$ cat config.mk
export PLATFORM = sky130hd
export DESIGN_NAME = playfair_digraph_encrypt_top
export DESIGN_NICKNAME = d
export VERILOG_FILES = /design/src/rtl/pfd_pkg.sv /design/src/rtl/playfair_digraph_encrypt_top.sv /design/src/rtl/pfd_front.sv /design/src/rtl/pfd_fifo.sv /design/src/rtl/pfd_back.sv
export VERILOG_INCLUDE_DIRS = /design/src /design/src/rtl
export SDC_FILE = /design/constraint.sdc
export NUM_CORES = 1
export LEC_CHECK = 0
export BUFFER_PORTS_ARGS = -buffer_cell sky130_fd_sc_hd__buf_4
export CORE_MARGIN = 2
export CORE_UTILIZATION = 45
export DETAILED_ROUTE_END_ITERATION = 10
export SYNTH_ARGS = -nofsm -noshare
export SYNTH_HDL_FRONTEND = slang
export SYNTH_SLANG_ARGS = --single-unit
$ cat constraint.sdc
create_clock -name clk_i -period 7.1 [get_ports clk_i]
set_clock_uncertainty 0.2 [all_clocks]
set_input_delay 0.71 -clock clk_i [delete_from_list [all_inputs] [get_ports clk_i]]
set_output_delay 0.71 -clock clk_i [all_outputs]
set_load 0.01 [all_outputs]
$ cat src/rtl/playfair_digraph_encrypt_top_defines.svh
// Assertion helpers shared by pfd_fifo and pfd_back.
// Both expect clk_i in the scope where they are used; PFD_ASSERT also expects rst_ni.
`ifndef PLAYFAIR_DIGRAPH_ENCRYPT_TOP_DEFINES_SVH
`define PLAYFAIR_DIGRAPH_ENCRYPT_TOP_DEFINES_SVH

// Checked on every rising edge outside reset.
`define PFD_ASSERT(lbl, prop, msg) \
  lbl: assert property (@(posedge clk_i) disable iff (!rst_ni) (prop)) else $error(msg);

// Checked on every rising edge, reset included.
`define PFD_ASSERT_ALWAYS(lbl, prop, msg) \
  lbl: assert property (@(posedge clk_i) (prop)) else $error(msg);

`endif

$ cat src/rtl/pfd_pkg.sv
package pfd_pkg;

  localparam int unsigned LetterW   = 5;
  localparam int unsigned Side      = 5;
  localparam int unsigned Cells     = Side * Side;
  localparam int unsigned IdxW      = $clog2(Cells);
  localparam int unsigned RowW      = $clog2(Side);
  localparam int unsigned FifoDepth = 4;
  localparam int unsigned FifoPtrW  = $clog2(FifoDepth);
  localparam int unsigned FifoCntW  = $clog2(FifoDepth + 1);
  localparam int unsigned CfgIdxW   = 2;
  localparam int unsigned CfgDataW  = 45;
  localparam int unsigned PartAW    = 45;
  localparam int unsigned PartBW    = 40;
  localparam int unsigned PartCW    = 40;
  localparam int unsigned PartACells = PartAW / LetterW;
  localparam int unsigned PartBCells = PartBW / LetterW;
  localparam int unsigned PartCCells = PartCW / LetterW;
  localparam int unsigned TdataW    = 8;

  typedef logic [LetterW-1:0] letter_t;
  typedef logic [IdxW-1:0]    idx_t;
  typedef logic [RowW-1:0]    coord_t;
  typedef letter_t            square_t [Cells];

  localparam letter_t LetterI     = letter_t'(8);
  localparam letter_t LetterJ     = letter_t'(9);
  localparam letter_t FillerReset = letter_t'(23);

  typedef enum logic [CfgIdxW-1:0] {
    CFG_SQUARE_A = 2'd0,
    CFG_SQUARE_B = 2'd1,
    CFG_SQUARE_C = 2'd2,
    CFG_FILLER   = 2'd3
  } cfg_reg_e;

  // One digraph queued between front and back.
  typedef struct packed {
    letter_t first;
    letter_t second;
    logic    last;
  } digraph_t;

  // Queue write request: zero, one or two digraphs in one cycle.
  typedef struct packed {
    logic [1:0] count;
    digraph_t   d0;
    digraph_t   d1;
  } push_t;

  function automatic letter_t fold_letter(letter_t v);
    return (v == LetterJ) ? LetterI : v;
  endfunction

  function automatic coord_t row_of(idx_t p);
    coord_t r;
    r = '0;
    for (int k = 1; k < Side; k++) begin
      if (p >= idx_t'(k * Side)) r = coord_t'(k);
    end
    return r;
  endfunction

  function automatic idx_t pos_of(coord_t r, coord_t c);
    idx_t rr;
    idx_t cc;
    rr = idx_t'(r);
    cc = idx_t'(c);
    return idx_t'(rr * idx_t'(Side)) + cc;
  endfunction

  function automatic coord_t col_of(idx_t p);
    return coord_t'(p - pos_of(row_of(p), '0));
  endfunction

  function automatic coord_t step_mod(coord_t v);
    return (v == coord_t'(Side - 1)) ? '0 : coord_t'(v + coord_t'(1));
  endfunction

endpackage

$ cat src/rtl/playfair_digraph_encrypt_top.sv
// Playfair 5x5 digraph encryptor.
// Input stream: one plaintext letter per request; tdata[4:0] is the letter
// (0 is A, J is folded into I) and tlast marks the final letter of the text.
// Output stream: one cipher letter per request in tdata[4:0]; tlast is set on
// the final letter produced by one input request. An input yields zero, two
// or four output letters.
// Configuration: a write port loads the key square in three parts and the
// filler letter. Write it only while the block is idle.
// A front stage tracks the pending letter and queues digraphs in a four-entry
// queue; the back stage locates both letters in the square, applies the rules
// and emits the two cipher letters from one output register.
// Path: a completed digraph passes the queue, a held slot and the output register;
// its second cipher letter follows the first through the same output register.
// Throughput: one output letter per cycle while digraphs are queued and the
// receiver is ready, set by the back stage emitting both letters through one register.
// Input is stalled only when the queue has fewer than two free entries.
// Reset clears the pending letter, the queue and the output, sets the square
// to all zeros and the filler letter to X. A receiver stall holds the output
// letter stable; the queue keeps taking input until fewer than two entries
// are free.
module playfair_digraph_encrypt_top (
  input  logic                           clk_i,
  input  logic                           rst_ni,
  input  logic                           s_axis_tvalid,
  output logic                           s_axis_tready,
  input  logic [pfd_pkg::TdataW-1:0]     s_axis_tdata,   // [4:0] plain_letter, rest zero
  input  logic                           s_axis_tlast,   // end_of_text
  output logic                           m_axis_tvalid,
  input  logic                           m_axis_tready,
  output logic [pfd_pkg::TdataW-1:0]     m_axis_tdata,   // [4:0] cipher_letter, rest zero
  output logic                           m_axis_tlast,   // last_of_run
  input  logic                           cfg_we_i,
  input  logic [pfd_pkg::CfgIdxW-1:0]    cfg_idx_i,
  input  logic [pfd_pkg::CfgDataW-1:0]   cfg_wdata_i
);

  logic [pfd_pkg::PartAW-1:0] sq_a_q;
  logic [pfd_pkg::PartBW-1:0] sq_b_q;
  logic [pfd_pkg::PartCW-1:0] sq_c_q;
  pfd_pkg::letter_t           filler_q;
  pfd_pkg::square_t           square;

  pfd_pkg::push_t    push;
  logic              space_ok;
  logic              head_valid;
  pfd_pkg::digraph_t head;
  logic              pop;
  pfd_pkg::letter_t  out_letter;

  // Configuration registers, written by index.
  always_ff @(posedge clk_i or negedge rst_ni) begin
    if (!rst_ni) begin
      sq_a_q   <= '0;
      sq_b_q   <= '0;
      sq_c_q   <= '0;
      filler_q <= pfd_pkg::FillerReset;
    end else if (cfg_we_i) begin
      case (pfd_pkg::cfg_reg_e'(cfg_idx_i))
        pfd_pkg::CFG_SQUARE_A: sq_a_q   <= cfg_wdata_i[pfd_pkg::PartAW-1:0];
        pfd_pkg::CFG_SQUARE_B: sq_b_q   <= cfg_wdata_i[pfd_pkg::PartBW-1:0];
        pfd_pkg::CFG_SQUARE_C: sq_c_q   <= cfg_wdata_i[pfd_pkg::PartCW-1:0];
        pfd_pkg::CFG_FILLER:   filler_q <= cfg_wdata_i[pfd_pkg::LetterW-1:0];
        default: ;
      endcase
    end
  end

  // Unpack the three parts into the 25 cells in row-major order.
  always_comb begin
    for (int k = 0; k < pfd_pkg::PartACells; k++) begin
      square[k] = sq_a_q[k*pfd_pkg::LetterW +: pfd_pkg::LetterW];
    end
    for (int k = 0; k < pfd_pkg::PartBCells; k++) begin
      square[pfd_pkg::PartACells + k] = sq_b_q[k*pfd_pkg::LetterW +: pfd_pkg::LetterW];
    end
    for (int k = 0; k < pfd_pkg::PartCCells; k++) begin
      square[pfd_pkg::PartACells + pfd_pkg::PartBCells + k] =
        sq_c_q[k*pfd_pkg::LetterW +: pfd_pkg::LetterW];
    end
  end

  pfd_front u_front (
    .clk_i       (clk_i),
    .rst_ni      (rst_ni),
    .in_valid_i  (s_axis_tvalid),
    .in_letter_i (s_axis_tdata[pfd_pkg::LetterW-1:0]),
    .in_last_i   (s_axis_tlast),
    .filler_i    (filler_q),
    .space_ok_i  (space_ok),
    .in_ready_o  (s_axis_tready),
    .push_o      (push)
  );

  pfd_fifo u_fifo (
    .clk_i        (clk_i),
    .rst_ni       (rst_ni),
    .push_i       (push),
    .pop_i        (pop),
    .space_ok_o   (space_ok),
    .head_valid_o (head_valid),
    .head_o       (head)
  );

  pfd_back u_back (
    .clk_i        (clk_i),
    .rst_ni       (rst_ni),
    .square_i     (square),
    .head_valid_i (head_valid),
    .head_i       (head),
    .pop_o        (pop),
    .out_valid_o  (m_axis_tvalid),
    .out_letter_o (out_letter),
    .out_last_o   (m_axis_tlast),
    .out_ready_i  (m_axis_tready)
  );

  assign m_axis_tdata = {{(pfd_pkg::TdataW - pfd_pkg::LetterW){1'b0}}, out_letter};

endmodule

$ cat src/rtl/pfd_front.sv
module pfd_front (
  input  logic                   clk_i,
  input  logic                   rst_ni,
  input  logic                   in_valid_i,
  input  pfd_pkg::letter_t       in_letter_i,
  input  logic                   in_last_i,
  input  pfd_pkg::letter_t       filler_i,
  input  logic                   space_ok_i,
  output logic                   in_ready_o,
  output pfd_pkg::push_t         push_o
);

  logic             pend_v_q, pend_v_d;
  pfd_pkg::letter_t pend_q, pend_d;
  pfd_pkg::letter_t letter;
  pfd_pkg::letter_t fill;
  logic             take;

  assign in_ready_o = space_ok_i;
  assign take       = in_valid_i && space_ok_i;
  assign letter     = pfd_pkg::fold_letter(in_letter_i);
  assign fill       = pfd_pkg::fold_letter(filler_i);

  always_comb begin
    pend_v_d = pend_v_q;
    pend_d   = pend_q;
    push_o   = '0;
    if (take) begin
      if (!pend_v_q) begin
        if (in_last_i) begin
          push_o.count = 2'd1;
          push_o.d0    = '{first: letter, second: fill, last: 1'b1};
        end else begin
          pend_v_d = 1'b1;
          pend_d   = letter;
        end
      end else if (pend_q != letter) begin
        push_o.count = 2'd1;
        push_o.d0    = '{first: pend_q, second: letter, last: 1'b1};
        pend_v_d     = 1'b0;
        pend_d       = '0;
      end else if (!in_last_i) begin
        // Doubled letter: pair with the filler, the new copy stays pending.
        push_o.count = 2'd1;
        push_o.d0    = '{first: pend_q, second: fill, last: 1'b1};
      end else begin
        // Doubled letter at the end of text: both copies get the filler.
        push_o.count = 2'd2;
        push_o.d0    = '{first: pend_q, second: fill, last: 1'b0};
        push_o.d1    = '{first: letter, second: fill, last: 1'b1};
        pend_v_d     = 1'b0;
        pend_d       = '0;
      end
    end
  end

  always_ff @(posedge clk_i or negedge rst_ni) begin
    if (!rst_ni) begin
      pend_v_q <= 1'b0;
      pend_q   <= '0;
    end else begin
      pend_v_q <= pend_v_d;
      pend_q   <= pend_d;
    end
  end

endmodule

$ cat src/rtl/pfd_fifo.sv
`include "playfair_digraph_encrypt_top_defines.svh"

module pfd_fifo (
  input  logic               clk_i,
  input  logic               rst_ni,
  input  pfd_pkg::push_t     push_i,
  input  logic               pop_i,
  output logic               space_ok_o,
  output logic               head_valid_o,
  output pfd_pkg::digraph_t  head_o
);

  pfd_pkg::digraph_t                  mem_q [pfd_pkg::FifoDepth];
  logic [pfd_pkg::FifoPtrW-1:0]       wptr_q, wptr_d, rptr_q, rptr_d, wptr_nx;
  logic [pfd_pkg::FifoCntW-1:0]       cnt_q, cnt_d;

  assign space_ok_o   = cnt_q <= pfd_pkg::FifoCntW'(pfd_pkg::FifoDepth - 2);
  assign head_valid_o = cnt_q != '0;
  assign head_o       = mem_q[rptr_q];
  assign wptr_nx      = wptr_q + pfd_pkg::FifoPtrW'(1);

  always_comb begin
    wptr_d = wptr_q + pfd_pkg::FifoPtrW'(push_i.count);
    rptr_d = pop_i ? rptr_q + pfd_pkg::FifoPtrW'(1) : rptr_q;
    cnt_d  = cnt_q + pfd_pkg::FifoCntW'(push_i.count)
             - pfd_pkg::FifoCntW'(pop_i);
  end

  always_ff @(posedge clk_i) begin
    if (push_i.count != 2'd0) begin
      mem_q[wptr_q] <= push_i.d0;
    end
    if (push_i.count == 2'd2) begin
      mem_q[wptr_nx] <= push_i.d1;
    end
  end

  always_ff @(posedge clk_i or negedge rst_ni) begin
    if (!rst_ni) begin
      wptr_q <= '0;
      rptr_q <= '0;
      cnt_q  <= '0;
    end else begin
      wptr_q <= wptr_d;
      rptr_q <= rptr_d;
      cnt_q  <= cnt_d;
    end
  end

  `PFD_ASSERT(a_fifo_bound, cnt_q <= pfd_pkg::FifoCntW'(pfd_pkg::FifoDepth), "queue overfilled")
  `PFD_ASSERT(a_fifo_no_overrun, (push_i.count != 2'd0) |-> (cnt_q + pfd_pkg::FifoCntW'(push_i.count) <= pfd_pkg::FifoCntW'(pfd_pkg::FifoDepth)), "push without room")
  `PFD_ASSERT(a_fifo_no_underrun, pop_i |-> head_valid_o, "pop from empty queue")

endmodule

$ cat src/rtl/pfd_back.sv
`include "playfair_digraph_encrypt_top_defines.svh"

module pfd_back (
  input  logic               clk_i,
  input  logic               rst_ni,
  input  pfd_pkg::square_t   square_i,
  input  logic               head_valid_i,
  input  pfd_pkg::digraph_t  head_i,
  output logic               pop_o,
  output logic               out_valid_o,
  output pfd_pkg::letter_t   out_letter_o,
  output logic               out_last_o,
  input  logic               out_ready_i
);

  typedef enum logic [1:0] {
    PH_FIRST  = 2'b01,
    PH_SECOND = 2'b10
  } phase_e;

  // Last matching cell in row-major order; a missing letter sits at cell 0.
  function automatic pfd_pkg::idx_t locate(pfd_pkg::square_t sq, pfd_pkg::letter_t l);
    pfd_pkg::idx_t where;
    where = '0;
    for (int k = 0; k < pfd_pkg::Cells; k++) begin
      if (sq[k] == l) where = pfd_pkg::idx_t'(k);
    end
    return where;
  endfunction

  pfd_pkg::idx_t    p, q, a, b;
  pfd_pkg::coord_t  r1, c1, r2, c2;

  logic             slot_v_q, slot_v_d;
  pfd_pkg::idx_t    slot_a_q, slot_b_q;
  logic             slot_last_q;
  phase_e           phase_q, phase_d;

  logic             out_v_q, out_v_d;
  pfd_pkg::letter_t out_l_q;
  logic             out_last_q;
  logic             out_load;
  logic             slot_done;

  // Locate both letters and apply the square rules on the queue head.
  always_comb begin
    p  = locate(square_i, head_i.first);
    q  = locate(square_i, head_i.second);
    r1 = pfd_pkg::row_of(p);
    c1 = pfd_pkg::col_of(p);
    r2 = pfd_pkg::row_of(q);
    c2 = pfd_pkg::col_of(q);
    if (r1 == r2) begin
      a = pfd_pkg::pos_of(r1, pfd_pkg::step_mod(c1));
      b = pfd_pkg::pos_of(r2, pfd_pkg::step_mod(c2));
    end else if (c1 == c2) begin
      a = pfd_pkg::pos_of(pfd_pkg::step_mod(r1), c1);
      b = pfd_pkg::pos_of(pfd_pkg::step_mod(r2), c2);
    end else begin
      a = pfd_pkg::pos_of(r1, c2);
      b = pfd_pkg::pos_of(r2, c1);
    end
  end

  assign out_load  = slot_v_q && (!out_v_q || out_ready_i);
  assign slot_done = out_load && (phase_q == PH_SECOND);
  assign pop_o     = head_valid_i && (!slot_v_q || slot_done);

  always_comb begin
    slot_v_d = slot_v_q;
    phase_d  = phase_q;
    out_v_d  = out_v_q;
    if (out_valid_o && out_ready_i) out_v_d = 1'b0;
    if (out_load) begin
      out_v_d = 1'b1;
      phase_d = (phase_q == PH_FIRST) ? PH_SECOND : PH_FIRST;
    end
    if (slot_done) slot_v_d = 1'b0;
    if (pop_o) begin
      slot_v_d = 1'b1;
      phase_d  = PH_FIRST;
    end
  end

  always_ff @(posedge clk_i) begin
    if (pop_o) begin
      slot_a_q    <= a;
      slot_b_q    <= b;
      slot_last_q <= head_i.last;
    end
    if (out_load) begin
      if (phase_q == PH_FIRST) begin
        out_l_q    <= square_i[slot_a_q];
        out_last_q <= 1'b0;
      end else begin
        out_l_q    <= square_i[slot_b_q];
        out_last_q <= slot_last_q;
      end
    end
  end

  always_ff @(posedge clk_i or negedge rst_ni) begin
    if (!rst_ni) begin
      slot_v_q <= 1'b0;
      phase_q  <= PH_FIRST;
      out_v_q  <= 1'b0;
    end else begin
      slot_v_q <= slot_v_d;
      phase_q  <= phase_d;
      out_v_q  <= out_v_d;
    end
  end

  assign out_valid_o  = out_v_q;
  assign out_letter_o = out_l_q;
  assign out_last_o   = out_last_q;

  `PFD_ASSERT(a_back_pop_fills, pop_o |=> slot_v_q && phase_q == PH_FIRST, "popped digraph not held")
  `PFD_ASSERT(a_back_slot_kept, (slot_v_q && !out_load) |=> slot_v_q, "digraph lost while stalled")
  `PFD_ASSERT(a_back_second_last, slot_done |=> out_last_q == $past(slot_last_q), "wrong last flag")

endmodule

* Word level (Yosys, flattened, before mapping) *
Memory sizes are Yosys's and may differ from the RTL's.
Cells that the tools add are included.

cells by class
  $add $sub $neg = 17
  multipliers = 4
  order comparisons = 11
  equal/unequal tests = 65
  multiplexer cells = 99
  bitwise gates (word level) = 2
  reduce and logical (&&, ||, !) cells = 20

operator list
  cell                                                  count
  == test 5 bit                                         48
  two-way mux 5 bit                                     47
  binary-select mux 5 bit (select 5 bit)                2
  two-way mux 13 bit                                    3
  two-way mux 11 bit                                    3
  two-way mux 4 bit                                     8
  adder 5 x 3 -> 5 bit                                  6
  two-way mux 3 bit                                     10
  two-way mux 24 bit                                    1
  >= comparator 5 x 4 -> 1 bit (second input constant)  4
  multiplier 3 x 3 -> 5 bit (second input constant)     4
  two-way mux 2 bit                                     9
  two-way mux 1 bit                                     15
  adder 3 x 1 -> 3 bit (second input constant)          4
  == test 3 bit (second input constant)                 4
  >= comparator 6 bit (second input constant)           2
  two-way mux 12 bit                                    1
  inverter 5 -> 6 bit                                   2
  == test 5 x 4 -> 1 bit (second input constant)        2
  >= comparator 5 x 3 -> 1 bit (second input constant)  2
  >= comparator 5 bit (second input constant)           2
  == test 2 bit (second input constant)                 4
  AND reduction 2 bit                                   4
  nonzero test 2 bit                                    4
  17 further kinds                                      27

storage, ports and cells
  bits in registers = 164
  bits in writable memories = 44
  bits of input ports = 61
  output and inout port bits = 11
  word-level logic and storage cells = 236
  memories kept = 1

memory list
  memory        words  width  read ports  clocked after Yosys merged registers in  wr ports  RTL line        text
  u_fifo.mem_q  4      11     1           0                                        2         pfd_fifo.sv:13  pfd_pkg::digraph_t mem_q [pfd_pkg::FifoDepth];

* Depth between registers and ports, before layout *
An unclocked memory read counts as a cell.

  word-level depth = 37
  mapped depth = 29
  depth with buffers taken out = 25

* Modules after synthesis *
Synthesis repeated with hierarchy kept, for this count alone.

unflattened totals
  cells, all modules = 1335
  area total of the unflattened synthesis = 16239.3 um2

by module, submodules not included
  module                        times used  cells an instance  area each (um2)  seq. area each (um2)
  pfd_back                      1           823                8037.7           611.8
  playfair_digraph_encrypt_top  1           281                4877.2           3258.1
  pfd_fifo                      1           145                2641.3           1496.4
  pfd_front                     1           86                 683.2            150.1

* Worst setup path after synthesis *
No wires, ideal clock.

  path type = flip-flop to flip-flop
  start = register u_fifo.rptr_q[0] in the netlist's numbering
  end = register u_back.slot_b_q[3], data pin
  setup time = 0.265 ns
  arrival = 6.207 ns
  data required time = 6.635 ns
  path slack = 0.428 ns
  stages on the path, launching flop included = 25
  path buffers = 3
  period minus slack after synthesis = 6.672 ns
  path through = dfrtp_1 > buf_6 > mux4_2 > buf_6 > buf_12 > xnor2_1 > nand3_2 > nor2_1 > or4_1 > o221a_1 > o211ai_2 > nand2_1 > a21oi_1 > nand2b_1 > inv_1 > fa_1 > o21a_1 > mux2_4 > a2111oi_4 > mux2_2 > ha_1 > and3_1 > a221o_1 > a221oi_1 > a21oi_1

between the ends
  cells in the longest elaborated chain, start to end = 37
  elaborated cells on any way between the ends = 131
  classes of those cells = 7 x add/sub; 3 x mul; 8 x order compare; 52 x eq/ne; 60 x mux; 1 x memory

ends and longest elaborated chain
  item                                                       RTL line                       text
  start, declared                                            pfd_fifo.sv:14                 logic [pfd_pkg::FifoPtrW-1:0] wptr_q, wptr_d, rptr_q, rptr_d, wptr_nx;
  start signal, assigned                                     pfd_fifo.sv:45                 rptr_q <= rptr_d;
  memory (4 x 11 bit) *                                      n/a
  == test 5 bit                                              pfd_back.sv:26                 if (sq[k] == l) where = pfd_pkg::idx_t'(k);
  two-way mux 1 bit                                          pfd_back.sv:26
  two-way mux 2 bit (2 in a row)                             pfd_back.sv:26
  two-way mux 3 bit (4 in a row)                             pfd_back.sv:26
  two-way mux 4 bit (8 in a row)                             pfd_back.sv:26
  two-way mux 5 bit (9 in a row)                             pfd_back.sv:26
  >= comparator 5 x 3 -> 1 bit                               pfd_pkg.sv:59                  if (p >= idx_t'(k * Side)) r = coord_t'(k);
  (+3 left out)                                              n/a
  two-way mux 3 bit                                          pfd_pkg.sv:59
  multiplier 3 x 3 -> 5 bit (tied with other cells)          pfd_pkg.sv:69                  return idx_t'(rr * idx_t'(Side)) + cc;
  subtractor 3 bit or two-way mux 3 bit (tied branches)      pfd_pkg.sv:73, pfd_pkg.sv:77
  adder 3 x 1 -> 3 bit (tied with other cells)               pfd_pkg.sv:77                  return (v == coord_t'(Side - 1)) ? '0 : coord_t'(v + coord_t'(1));
  two-way mux 3 bit or adder 5 x 3 -> 5 bit (tied branches)  pfd_pkg.sv:77, pfd_pkg.sv:69
  adder 5 x 3 -> 5 bit or two-way mux 5 bit (tied branches)  pfd_pkg.sv:69, pfd_back.sv:56
  two-way mux 5 bit *                                        pfd_back.sv:53                 if (r1 == r2) begin
  named net u_back.b[3]                                      pfd_back.sv:31                 pfd_pkg::idx_t p, q, a, b;
  end signal, assigned                                       pfd_back.sv:88                 slot_b_q <= b;
  end, declared                                              pfd_back.sv:35                 pfd_pkg::idx_t slot_a_q, slot_b_q;

The timed path passes the listed nets; every way through them passes the cells marked *.
A chain may end at the register's enable or synchronous reset.

* Worst setup path in the final report *
Ends and elaborated chain as after synthesis.

==> out/qor.txt <==
==================================================================================
IO Pins                                                                         72
Accumulated negative setup slack                                              0 ns
HPWL reported at the end of detailed placement                             31.8 mm
Gate count of the mapped netlist                                              1308
CTS root buf                                                          sky130_fd_sc_hd__clkbuf_16
Overall fraction of global-route tracks in use                               24.3%
Worst Setup Slack post-DPL                                                0.108 ns
Global-route congestion overflow total                                           0
CTS H-tree depth                                                                 1
Final nets                                                                    1490
Final std cells w/o fill                                                      1849
Final worst setup slack                                                   0.353 ns
Placement row count                                                             67
Hold violation count in the final report                                         5
Average wire length per cell after detail routing                          23.0 um
Maximum clock frequency                                                    148 MHz
Share of async-settable or async-resettable flops after synthesis            70.7%
Synthesis Warnings                                                               0
First-pass GRT wire length                                                 65.9 mm
Register clock-pin slew on the reported worst setup and hold paths         0.06 ns
Clock sink count                                                               208
CP Max Fanout                                                                   24
Post-Place Cells                                                              1800
Type of destination of the critical path                                  register
Number of antenna violations at the first check in global routing                1
Outcome                                                               finished with violations
Number of register bits inferred by synthesis                                  208
Number of buffers inserted during clock tree synthesis                          23
DR vias                                                                      10865
HP Class                                                              primary input to async pin
Utilization after layout                                                     51.2%
Initial Util                                                                 45.7%
Min Clock Period, post-route                                               6.75 ns
Failing checks                                                        negative hold slack
Unrepaired setup endpoints after global routing                              false
Number of unique standard cell types used by synthesis                          79
Remaining number of nets flagged by the antenna check after routing              0
Final setup fails                                                                0
Residual DRC count                                                               0
Primary flip-flop cell chosen by synthesis mapping                    sky130_fd_sc_hd__dfrtp_1
Slew Viols, Final                                                                0
Slew @ Worst Pin                                                          0.937 ns
Core region area                                                        0.0334 mm2
Req. time, crit path                                                       7.14 ns
Total routed wirelength                                                    42.6 mm
Normalized max-slew margin                                                   37.5%
Die Span Y                                                                  188 um
Drt first pass iters                                                             5
Fraction of layout cells with a size suffix above 1                          30.6%
Number of synthesized flops with an enable pin                                  61
Share of synthesized area occupied by flip-flops and latches                 36.1%
Max clock buf depth                                                              3
Die outline area                                                        0.0355 mm2
CTS tree                                                                       yes
Commonest non-fill, non-tap cells in the layout                       sky130_fd_sc_hd__xnor2_1 (177), sky130_fd_sc_hd__dfrtp_1 (141), sky130_fd_sc_hd__mux2_2 (138)
Vias/cell                                                                     5.88
Worst hold margin                                                       -0.0150 ns
Hold buffer count at CTS                                                         0
DR iter-0 viols                                                                944
Category of the worst setup path launch point                             register
Most common library cell in the layout ignoring fill and taps         sky130_fd_sc_hd__xnor2_1
RePlAce Congestion                                                           0.963
Clk Latency, worst-skew pair                                               0.54 ns
Mean post-synth cell area                                                 11.7 um2
Max_cap viols                                                                    0
Die outline width                                                           188 um
Post-synthesis to final-layout area growth                                   12.1%
Cell area after synthesis                                               0.0153 mm2
Maximum number of pins on one net before global-route repair                    75
Count of input and output buffers                                               65
Type of the worst setup path                                          register to register
Worst path arrival time                                                    6.79 ns
Final critical-path share of the clock period                                95.0%
Vias in the first global route                                               10705
Antenna diode count                                                              0
==================================================================================
## metrics by stage
stage	cell area (um2)	hold WS, ns
floorplan	15300	0.214
global placement	16300	0.282
detailed placement	16300	0.301
CTS	17100	0.0151
global route	17100	0.0444
finish	17100	-0.0150
## per-layer routing
layer	global-route usage [%]	up-vias	part of all wire (%)
li1	-	4871	-
met1	34.3	5470	43
met2	38.8	439	46
met3	3.58	85	7.1
met4	7.90	0	3.6
met5	0	-	0
## worst paths after layout
check	from	endpoint	slack, ns	depth (start not counted)
worst max-delay path	u_fifo.rptr_q[0]$_DFFE_PN0P_	u_back.slot_b_q[3]$_DFFE_PP_	0.35	22
worst min-delay path	rst_ni	sq_a_q[43]$_DFFE_PN0P_	-0.02	1
worst max register to register	u_fifo.rptr_q[0]$_DFFE_PN0P_	u_back.slot_b_q[3]$_DFFE_PP_	0.35	22
worst min register to register	u_fifo.cnt_q[2]$_DFF_PN0_	u_fifo.cnt_q[2]$_DFF_PN0_	0.31	1
max in group asynchronous	rst_ni	sq_c_q[31]$_DFFE_PN0P_	5.35	2
min in group clk_i	cfg_wdata_i[44]	sq_a_q[44]$_DFFE_PN0P_	0.21	2
## repair_timing
| item | in CTS | in global routing |
|---|---|---|
| setup buffers | 0 | 7 |
| endpoints found under the setup margin | 0 | 3 |
| resized for setup | 0 | 2 |
## critical path: stages (launching register included)
cell	delay, ns
sky130_fd_sc_hd__dfrtp_2	0.48
sky130_fd_sc_hd__mux4_1	0.64
sky130_fd_sc_hd__buf_12	0.21
sky130_fd_sc_hd__xnor2_1	0.16
sky130_fd_sc_hd__nand3_2	0.09
sky130_fd_sc_hd__nor2_1	0.10
sky130_fd_sc_hd__or4_1	0.53
sky130_fd_sc_hd__o221a_1	0.29
sky130_fd_sc_hd__o211ai_4	0.28
sky130_fd_sc_hd__maj3_1	0.22
sky130_fd_sc_hd__o21ai_2	0.06
sky130_fd_sc_hd__and2_1	0.17
sky130_fd_sc_hd__ha_1	0.19
sky130_fd_sc_hd__fa_1	0.39
sky130_fd_sc_hd__o21a_1	0.17
sky130_fd_sc_hd__mux2_4	0.29
sky130_fd_sc_hd__a2111oi_4	0.31
sky130_fd_sc_hd__mux2_2	0.38
sky130_fd_sc_hd__ha_1	0.33
sky130_fd_sc_hd__and3_1	0.19
sky130_fd_sc_hd__a221o_1	0.36
sky130_fd_sc_hd__a221oi_1	0.30
sky130_fd_sc_hd__a21oi_1	0.11
## flip-flops by register name, summed over array words and instances (netlist names)
signal and cells:
u_fifo.cnt_q 3, sq_a_q 45, u_back.out_last_o 1, filler_q 5
u_front.pend_q 5, u_back.slot_v_q 1, u_back.slot_a_q 5, sq_b_q 40
u_back.slot_last_q 1, u_fifo.wptr_q 2, u_fifo.mem_q 44, u_back.phase_q 2
sq_c_q 40, u_back.slot_b_q 5, u_back.out_letter_o 5, u_front.pend_v_q 1
u_fifo.rptr_q 2, u_back.out_valid_o 1
## synthesized netlist by cell type (10+ instances only)
cell	instances	share of area (%)
sky130_fd_sc_hd__a21oi_1	36	1.2
sky130_fd_sc_hd__and2_1	10	0.41
sky130_fd_sc_hd__buf_1	18	0.44
sky130_fd_sc_hd__buf_6	19	1.4
sky130_fd_sc_hd__clkbuf_1	21	0.52
sky130_fd_sc_hd__dfrtp_1	142	23
sky130_fd_sc_hd__edfxtp_1	61	12
sky130_fd_sc_hd__ha_1	36	2.9
sky130_fd_sc_hd__inv_1	24	0.59
sky130_fd_sc_hd__mux2_2	138	10
sky130_fd_sc_hd__mux2i_1	31	2.0
sky130_fd_sc_hd__mux4_2	76	11
sky130_fd_sc_hd__nand2_1	58	1.4
sky130_fd_sc_hd__nand3_1	55	1.8
sky130_fd_sc_hd__nor2_1	82	2.0
sky130_fd_sc_hd__nor3_1	34	1.1
sky130_fd_sc_hd__o21ai_0	25	0.82
sky130_fd_sc_hd__or2_2	14	0.57
sky130_fd_sc_hd__xnor2_1	177	10
sky130_fd_sc_hd__xor2_1	88	5.0
## cell families after synthesis
family	after synthesis	share of synthesized area, %
muxes	251	24.4
buffers and inverters	102	4.06
DFF	208	36.1
other	1	0.0245
adders and majority gates	47	4.27
and+or+nand+nor	310	10.3
xor gates and xnor gates	269	15.6
AOI/OAI and AO/OA	120	5.28
## final cells by class
class                   instances  area [um2]
repair buffers                127        1020
clock buffers                  34         708
clock inverters                 8        57.6
well taps                     448         561
inverters                      24        90.1
multi-input cells            1000        9170
flip-flops and latches        208        5520
fillers                      2952       16300
Power is not shown: default switching activity piles up to over one toggle a cycle in this logic, so the estimate is an artifact.
